--- src/rtl/rms_level_meter_assert.svh ---
// assertion macros used by rms_level_meter
`ifndef RMS_LEVEL_METER_ASSERT_SVH
`define RMS_LEVEL_METER_ASSERT_SVH

// same-cycle implication, checked outside reset
`define RLM_ASSERT_IMPL(lbl, clk, rstn, ante, cons) \
  lbl: assert property (@(posedge clk) disable iff (!(rstn)) (ante) |-> (cons)) \
    else $error("rlm assertion failed");

// next-cycle implication, checked outside reset
`define RLM_ASSERT_NEXT(lbl, clk, rstn, ante, cons) \
  lbl: assert property (@(posedge clk) disable iff (!(rstn)) (ante) |=> (cons)) \
    else $error("rlm assertion failed");

`endif

--- src/rtl/rlm_pkg.sv ---
package rlm_pkg;

  localparam int SAMPLE_W      = 16;
  localparam int LEVEL_W       = 16;
  localparam int MAX_COUNT_DEF = 4096;

  // a square is at most 2^30, so it fits 31 bits
  localparam int SQ_W     = 31;
  // the mean is never above the largest square
  localparam int MEAN_W   = 31;
  // radicand padded to an even width for the two-bit root steps
  localparam int RAD_W    = 32;
  localparam int ROOT_W   = RAD_W / 2;
  localparam int ROOT_REM_W = ROOT_W + 1;
  localparam int STEP_W   = $clog2(MEAN_W);

  localparam logic CMD_SAMPLE = 1'b0;
  localparam logic CMD_TICK   = 1'b1;

endpackage

--- src/rtl/rlm_if.sv ---
interface rlm_in_if;
  logic                                valid;
  logic                                ready;
  logic                                command;
  logic signed [rlm_pkg::SAMPLE_W-1:0] sample_value;

  modport source (output valid, output command, output sample_value, input ready);
  modport sink   (input valid, input command, input sample_value, output ready);
endinterface

interface rlm_out_if;
  logic                         valid;
  logic                         ready;
  logic [rlm_pkg::LEVEL_W-1:0]  level;

  modport source (output valid, output level, input ready);
  modport sink   (input valid, input level, output ready);
endinterface

--- src/rtl/rlm_subcmp.sv ---
module rlm_subcmp #(
  parameter int W = 19
) (
  input  logic [W-1:0] a_i,
  input  logic [W-1:0] b_i,
  output logic [W-1:0] diff_o,
  output logic         ge_o
);

  logic [W:0] full;

  // borrow out of the top bit means a < b
  assign full   = {1'b0, a_i} - {1'b0, b_i};
  assign diff_o = full[W-1:0];
  assign ge_o   = ~full[W];

endmodule

--- src/rtl/rms_level_meter.sv ---
// rms level meter. a sample transfer (command 0) squares the signed 16-bit
// sample into sq_q and adds it to the running sum in ST_ACC, the input not ready
// there. once MAX_COUNT samples are held, further samples are taken and dropped.
// a tick transfer (command 1) with samples pending produces one level,
// floor(sqrt(floor(sum / count))), then clears the sum and the count; a tick
// with nothing pending is taken and produces nothing. a tick loads the dividend,
// runs 31 restoring divide steps (one quotient bit each), then 16 square root
// steps (one root bit each) on the same shared compare-subtract unit, and last
// hands the level to the output register. the output register
// holds the level until it is taken, so samples keep flowing meanwhile; a tick
// that finishes while the previous level is still unread waits in its last
// state. there is no clearing pass after reset.
module rms_level_meter #(
  parameter int MAX_COUNT = rlm_pkg::MAX_COUNT_DEF
) (
  input  logic     clk_i,
  input  logic     rst_ni,
  rlm_in_if.sink   sample_i,
  rlm_out_if.source level_o
);

  import rlm_pkg::*;

  // counter wide enough to hold MAX_COUNT itself
  localparam int CNT_W = $clog2(MAX_COUNT + 1);
  localparam int SUM_W = CNT_W + SQ_W - 1;
  // remainder register serves both the divide and the root
  localparam int REM_W = (CNT_W > ROOT_REM_W) ? CNT_W : ROOT_REM_W;
  // shared unit width covers a remainder shifted by up to two bits
  localparam int UW    = REM_W + 2;
  localparam logic [CNT_W-1:0]  CNT_MAX   = CNT_W'(MAX_COUNT);
  localparam logic [STEP_W-1:0] DIV_LAST  = STEP_W'(MEAN_W - 1);
  localparam logic [STEP_W-1:0] ROOT_LAST = STEP_W'(ROOT_W - 1);

  typedef enum logic [4:0] {
    ST_IDLE = 5'b00001,
    ST_ACC  = 5'b00010,
    ST_DIV  = 5'b00100,
    ST_SQRT = 5'b01000,
    ST_DONE = 5'b10000
  } state_e;

  state_e state_q, state_d;

  // accumulator state
  logic [SUM_W-1:0]  sum_q, sum_d;
  logic [CNT_W-1:0]  cnt_q, cnt_d;
  logic              pending_q, pending_d;
  logic [SQ_W-1:0]   sq_q, sq_d;

  // iteration state
  logic [REM_W-1:0]  rem_q, rem_d;
  logic [RAD_W-1:0]  sh_q, sh_d;
  logic [ROOT_W-1:0] root_q, root_d;
  logic [STEP_W-1:0] step_q, step_d;

  // output register
  logic               out_valid_q, out_valid_d;
  logic [LEVEL_W-1:0] level_q, level_d;

  logic                in_xfer;
  logic                out_free;
  logic [SAMPLE_W-1:0] mag;
  logic [2*SAMPLE_W-1:0] prod;
  logic [UW-1:0]       unit_a, unit_b, unit_diff;
  logic                unit_ge;

  assign sample_i.ready = (state_q == ST_IDLE);
  assign in_xfer        = sample_i.valid & sample_i.ready;
  assign out_free       = ~out_valid_q | level_o.ready;

  assign level_o.valid  = out_valid_q;
  assign level_o.level  = level_q;

  // magnitude of a two's complement sample; the most negative one maps to 0x8000
  assign mag  = sample_i.sample_value[SAMPLE_W-1] ?
                SAMPLE_W'(-sample_i.sample_value) : SAMPLE_W'(sample_i.sample_value);
  assign prod = {{SAMPLE_W{1'b0}}, mag} * {{SAMPLE_W{1'b0}}, mag};

  // operand select for the shared compare-subtract unit
  always_comb begin
    if (state_q == ST_SQRT) begin
      // bring down two radicand bits, trial subtract 4*root + 1
      unit_a = UW'({rem_q[ROOT_REM_W-1:0], sh_q[RAD_W-1 -: 2]});
      unit_b = UW'({root_q, 2'b01});
    end else begin
      // bring down one dividend bit, trial subtract the count
      unit_a = UW'({rem_q[CNT_W-1:0], sh_q[MEAN_W-1]});
      unit_b = UW'(cnt_q);
    end
  end

  rlm_subcmp #(
    .W (UW)
  ) u_subcmp (
    .a_i    (unit_a),
    .b_i    (unit_b),
    .diff_o (unit_diff),
    .ge_o   (unit_ge)
  );

  always_comb begin
    state_d     = state_q;
    sum_d       = sum_q;
    cnt_d       = cnt_q;
    pending_d   = pending_q;
    sq_d        = sq_q;
    rem_d       = rem_q;
    sh_d        = sh_q;
    root_d      = root_q;
    step_d      = step_q;
    out_valid_d = out_valid_q;
    level_d     = level_q;

    if (level_o.valid && level_o.ready) begin
      out_valid_d = 1'b0;
    end

    unique case (state_q)
      ST_IDLE: begin
        if (in_xfer) begin
          if (sample_i.command == CMD_SAMPLE) begin
            // a full count drops the sample
            if (cnt_q < CNT_MAX) begin
              sq_d    = prod[SQ_W-1:0];
              state_d = ST_ACC;
            end
          end else if (pending_q) begin
            // high sum bits are below the count, so 31 quotient bits suffice
            rem_d   = REM_W'(sum_q >> MEAN_W);
            sh_d    = {1'b0, sum_q[MEAN_W-1:0]};
            step_d  = '0;
            state_d = ST_DIV;
          end
        end
      end
      ST_ACC: begin
        sum_d     = sum_q + SUM_W'(sq_q);
        cnt_d     = cnt_q + CNT_W'(1);
        pending_d = 1'b1;
        state_d   = ST_IDLE;
      end
      ST_DIV: begin
        rem_d  = unit_ge ? REM_W'(unit_diff) : REM_W'(unit_a);
        sh_d   = {1'b0, sh_q[MEAN_W-2:0], unit_ge};
        step_d = step_q + STEP_W'(1);
        if (step_q == DIV_LAST) begin
          // quotient is now the radicand; root starts from scratch
          rem_d   = '0;
          root_d  = '0;
          step_d  = '0;
          state_d = ST_SQRT;
        end
      end
      ST_SQRT: begin
        rem_d  = unit_ge ? REM_W'(unit_diff) : REM_W'(unit_a);
        sh_d   = {sh_q[RAD_W-3:0], 2'b00};
        root_d = {root_q[ROOT_W-2:0], unit_ge};
        step_d = step_q + STEP_W'(1);
        if (step_q == ROOT_LAST) begin
          state_d = ST_DONE;
        end
      end
      ST_DONE: begin
        // wait here while an earlier level is still unread
        if (out_free) begin
          level_d     = root_q;
          out_valid_d = 1'b1;
          sum_d       = '0;
          cnt_d       = '0;
          pending_d   = 1'b0;
          state_d     = ST_IDLE;
        end
      end
      default: begin
        state_d = ST_IDLE;
      end
    endcase
  end

  // control state
  always_ff @(posedge clk_i or negedge rst_ni) begin
    if (!rst_ni) begin
      state_q     <= ST_IDLE;
      sum_q       <= '0;
      cnt_q       <= '0;
      pending_q   <= 1'b0;
      step_q      <= '0;
      out_valid_q <= 1'b0;
    end else begin
      state_q     <= state_d;
      sum_q       <= sum_d;
      cnt_q       <= cnt_d;
      pending_q   <= pending_d;
      step_q      <= step_d;
      out_valid_q <= out_valid_d;
    end
  end

  // datapath
  always_ff @(posedge clk_i) begin
    sq_q    <= sq_d;
    rem_q   <= rem_d;
    sh_q    <= sh_d;
    root_q  <= root_d;
    level_q <= level_d;
  end

`include "rms_level_meter_assert.svh"

  // count never passes its limit
  `RLM_ASSERT_IMPL(a_cnt_limit, clk_i, rst_ni, 1'b1, cnt_q <= CNT_MAX)
  // pending flag tracks a nonzero count
  `RLM_ASSERT_IMPL(a_pending_cnt, clk_i, rst_ni, 1'b1, pending_q == (cnt_q != '0))
  // divide never runs on an empty count
  `RLM_ASSERT_IMPL(a_div_nonzero, clk_i, rst_ni, state_q == ST_DIV, cnt_q != '0)
  // partial remainder stays below the divisor
  `RLM_ASSERT_IMPL(a_div_rem, clk_i, rst_ni, state_q == ST_DIV,
                   REM_W'(cnt_q) > rem_q)
  // a finished level is presented the next cycle
  `RLM_ASSERT_NEXT(a_done_out, clk_i, rst_ni, (state_q == ST_DONE) && out_free,
                   out_valid_q && (state_q == ST_IDLE))

endmodule

--- src/flat_wrapper.sv ---
// flat-port wrapper written by rule: the top's interface ports become plain ports
module rms_level_meter_flat import rlm_pkg::*;
#(
  parameter int MAX_COUNT = rlm_pkg::MAX_COUNT_DEF
)
  (clk_i, rst_ni, sample_i_valid, sample_i_command, sample_i_sample_value, sample_i_ready, level_o_valid, level_o_level, level_o_ready);
  rlm_in_if sample_i_i ();
  rlm_out_if level_o_i ();
  input  logic clk_i;
  input  logic rst_ni;
  input wire logic [$bits(sample_i_i.valid)-1:0] sample_i_valid;
  input wire logic [$bits(sample_i_i.command)-1:0] sample_i_command;
  input wire logic [$bits(sample_i_i.sample_value)-1:0] sample_i_sample_value;
  output wire logic [$bits(sample_i_i.ready)-1:0] sample_i_ready;
  output wire logic [$bits(level_o_i.valid)-1:0] level_o_valid;
  output wire logic [$bits(level_o_i.level)-1:0] level_o_level;
  input wire logic [$bits(level_o_i.ready)-1:0] level_o_ready;
  assign sample_i_i.valid = sample_i_valid;
  assign sample_i_i.command = sample_i_command;
  assign sample_i_i.sample_value = sample_i_sample_value;
  assign sample_i_ready = sample_i_i.ready;
  assign level_o_valid = level_o_i.valid;
  assign level_o_level = level_o_i.level;
  assign level_o_i.ready = level_o_ready;
  rms_level_meter #(.MAX_COUNT(MAX_COUNT)) u_core (.clk_i(clk_i), .rst_ni(rst_ni), .sample_i(sample_i_i), .level_o(level_o_i));
endmodule
--- config.mk ---
export PLATFORM = sky130hd
export DESIGN_NAME = rms_level_meter_flat
export DESIGN_NICKNAME = d
export VERILOG_FILES = /design/src/rtl/rlm_pkg.sv /design/src/rtl/rlm_if.sv /design/src/rtl/rlm_subcmp.sv /design/src/rtl/rms_level_meter.sv /design/src/flat_wrapper.sv
export VERILOG_INCLUDE_DIRS = /design/src /design/src/rtl
export SDC_FILE = /design/constraint.sdc
export NUM_CORES = 1
export LEC_CHECK = 0
export BUFFER_PORTS_ARGS = -buffer_cell sky130_fd_sc_hd__buf_2
export CAP_MARGIN = 5
export CORE_MARGIN = 10
export CORE_UTILIZATION = 30
export CTS_CLUSTER_DIAMETER = 30
export DETAILED_ROUTE_END_ITERATION = 8
export PLACE_DENSITY_LB_ADDON = 0.08
export SYNTH_ARGS = -nofsm -noshare
export SYNTH_HDL_FRONTEND = slang
export SYNTH_SLANG_ARGS = --single-unit
--- constraint.sdc ---
create_clock -name clk_i -period 12.25 [get_ports clk_i]
set_input_delay 3.0625 -clock clk_i [delete_from_list [all_inputs] [get_ports clk_i]]
set_output_delay 3.0625 -clock clk_i [all_outputs]
set_load 0.01 [all_outputs]
==> out/summary.md <==
The library cell with the highest instance count after synthesis was sky130_fd_sc_hd__inv_1. The total area of multi-input combinational cells is 10,700 sq um, and the die boundary height is 258 microns. The fraction of synthesized cell area taken by the top area cell type works out to 19.9%.

The boundary pin count was 39. The critical path in this run is classified as input pin to flip-flop. In this run the horizontal extent of the chip is 258 microns.

In this run the number of H-tree levels came out at 4. The number of flops mapped to enable cells by yosys was 111. The synthesis warning total is 0, and the async set-reset flop share out of synthesis is 38.0%. The first TritonRoute pass finished after 5 iterations. The routing layer with the top usage in global route is met2. The via density per instance was 4.62. For this run, the register share of the synthesized area comes to 29.7%. The synthesized area divided by synthesized cell count is 9.44 sq um, and the number of violations of the max-capacitance limit is 0. At the placement stage, the worst setup path has a slack of 0.535 ns.

In the routed design, unresolved DRC markers number 0. Of all cell types, the one taking the most synthesized area is sky130_fd_sc_hd__fa_1. The post-route fraction of the period consumed by the critical path works out to 90.5%. The kind of cell adding the most delay to the critical path was adder cells. The number of antenna violations at the first check in global routing came out at 0.

The clock transition at the registers of the reported paths works out to 0.08 ns. The most used flip-flop cell after synthesis is sky130_fd_sc_hd__edfxtp_1. The flow ran to the end, and the final reports show no timing, DRC or antenna violations. For the number of global-route vias before repair, the log shows 12,800.

The standard cell with the maximum stage delay on the critical path was sky130_fd_sc_hd__xnor2_1. For this run, the post-layout net count is 2,170. The logs give 22.3% for the headroom to the max-slew limit and 0.45 ns for the clock latency on the worst-skew pair. The logs give 2 for the maximum clock insertion buffer count and 12,000 for the number of vias after detailed routing. The floorplan step defined a core boundary enclosing 56,200 sq um.

Yosys attributes the largest share of cell area to sky130_fd_sc_hd__fa_1 20%, sky130_fd_sc_hd__edfxtp_1 20%, sky130_fd_sc_hd__ha_1 11%, sky130_fd_sc_hd__dfrtp_1 9.9%, sky130_fd_sc_hd__inv_1 6.1%. After global routing the overflow that remains totals 0. On the worst path, the slowest cell contributes a delay of 0.92 ns. Clock skew on the completed layout was measured at 0.0183 ns. The run gives 0 as the number of endpoints failing setup at the final stage. The run gives 41,100 microns as the final wirelength. The cell that appears most often on the critical path is sky130_fd_sc_hd__inv_1. Registers take 5040 sq um.

The number of port buffers works out to 38. The signed area change from the synthesized netlist to the final layout was 10.4%. The run gives 1.17 ns as the final setup slack of the worst path. Hold repair after CTS inserted 0 buffers. The first global-routing pass estimated 68,500 microns of wire. The row count is 87.

The arrival time of the worst setup path is 11.29 ns. The count of nets left with antenna violations once routing finished came out at 0. The required arrival time at the worst endpoint is 12.46 ns, and the wire length per cell is 15.8 microns.

For this run, the top clock speed supported by timing is 90.2 MHz. For the number of max-slew violations in the final report, the log shows 0. Of the cells placed in the final design, the portion with a size suffix greater than 1 is 5.69%.

The first routing iteration left 407 violations. The synthesized design contains 179 register bits. The number of resized instances in the post-cts repair step was 0. Routability-driven placement finished with a final weighted congestion of 0.815. Setup repair after global routing left no endpoint under its margin.

For the pin with the worst max-slew slack, the measured transition is 1.16 ns. The logs give 64 for the post-synthesis cell type count and 0 ns for the total negative slack. The tools report the met3 usage as 1.45%. The worst hold path belongs to the class flip-flop to flip-flop. The number of buffers and inverters on the critical path is 10. Global routing consumed, over all layers together, 12.6% of the routing resources. In this run the clock root is driven by a sky130_fd_sc_hd__clkbuf_16. The critical-path maximum fanout was 9; the number of instances in the synthesized netlist was 1,795. TritonCTS built the clock tree.

The clock net in this run drives a total of 179 sinks. The number of filler instances in the final layout is 5,903, and the post-detailed-placement half-perimeter wirelength is 33,100 microns. By count the netlist is led by 275 x sky130_fd_sc_hd__inv_1, 272 x sky130_fd_sc_hd__nand2_1, 168 x sky130_fd_sc_hd__fa_1, 150 x sky130_fd_sc_hd__ha_1, 111 x sky130_fd_sc_hd__edfxtp_1.

Once the clock tree was built, the setup fixing pass inserted 0 buffers. The worst setup path is captured at a flip-flop. The clock period could shrink to 11.08 ns. Global routing consumed, on the met2 layer, 21.5% of the routing resources. Entering global routing, the biggest net connects 66 pins.

In this run the cell area of the synthesized design comes to 16,900 sq um. The total die area was 66,400 sq um. The number of hold violations in the final report came out at 0. The worst setup path is launched from an input pin. The initial cell density of the core is 30.2%, and the number of buffers created by CTS is 17.

Met1 capacity usage during global routing: 16.6%. The run gives 0 as the number of diodes.
-- cell type report --
cell class	instances	share of cell area (%)
Sequential cell	179	26.9
Timing Repair Buffer	61	1.93
Clock buffer	19	2.43
Tap cell	756	5.06
Multi-Input combinational cell	1293	57.3
Clock inverter	13	0.736
Inverter	279	5.60
-- worst paths after layout --
check	from	depth (start not counted)	slack [ns]	end
setup reg to reg	u_core.state_q[1]	15	7.37	u_core.rem_q[0]
min in group asynchronous	rst_ni	1	2.44	u_core.sum_q[7]
hold reg to reg	u_core.root_q[14]	0	0.45	u_core.level_o.level[14]
max in group asynchronous	rst_ni	2	8.71	u_core.cnt_q[11]
hold / removal	u_core.root_q[14]	0	0.45	u_core.level_o.level[14]
setup / recovery	sample_i_sample_value[0]	29	1.17	u_core.sq_q[30]
-- placed cells by master, fill, tap and decap left out, drive strengths merged, types with 16 or more instances in the layout --
cell | synthesis | final
a21o | 26 | 26
o21ai | 89 | 89
a21oi | 81 | 81
mux2i | 21 | 21
clkbuf | 48 | 19
buf | 6 | 61
nor2 | 97 | 97
and2 | 37 | 37
nand2 | 272 | 272
fa | 168 | 168
and3 | 16 | 16
ha | 150 | 150
edfxtp | 111 | 111
inv | 276 | 283
xor2 | 34 | 34
dfrtp | 67 | 67
a22oi | 29 | 29
xnor2 | 56 | 56
nand3 | 42 | 42
-- layer usage --
| metal | part of all wire [%] | up-vias | wire length [microns] |
|---|---|---|---|
| met5 | 0 | - | 0 |
| met4 | 2.0 | 0 | 816 |
| met3 | 1.5 | 36 | 618 |
| met2 | 48 | 122 | 19800 |
| met1 | 48 | 5814 | 19900 |
| li1 | - | 6042 | - |
-- cell families after synthesis --
kind of cell	count (synthesis)	synth area share (%)
AND/OR/NAND/NOR	525	13.8
buffers and inverters	333	7.44
AO/OA/AOI/OAI	327	12.2
adder cells (fa/ha/maj)	318	30.9
flip-flops	179	29.7
XOR/XNOR	90	4.70
multiplexers	21	1.24
other	2	0.0443
-- stage by stage --
stage	instances	area, sq um	util [%]	hold slack (ns)
final	2600	18700	33.3	0.448
after global placement	2567	18100	32.2	0.431
after global routing	2600	18700	33.3	0.464
after detailed placement	2568	18100	32.2	0.433
after floorplan	1805	17000	-	0.417
after CTS	2600	18700	33.3	0.453
-- sequential cells by signal, indices dropped and copies added (netlist names), 13 cells and up --
signal	count
u_core.sq_q	30
u_core.sum_q	43
u_core.level_o.level	16
u_core.sh_q	32
u_core.root_q	16
u_core.rem_q	17
u_core.cnt_q	13
Power is not shown: default switching activity piles up to over one toggle a cycle in this logic, so the estimate is an artifact.
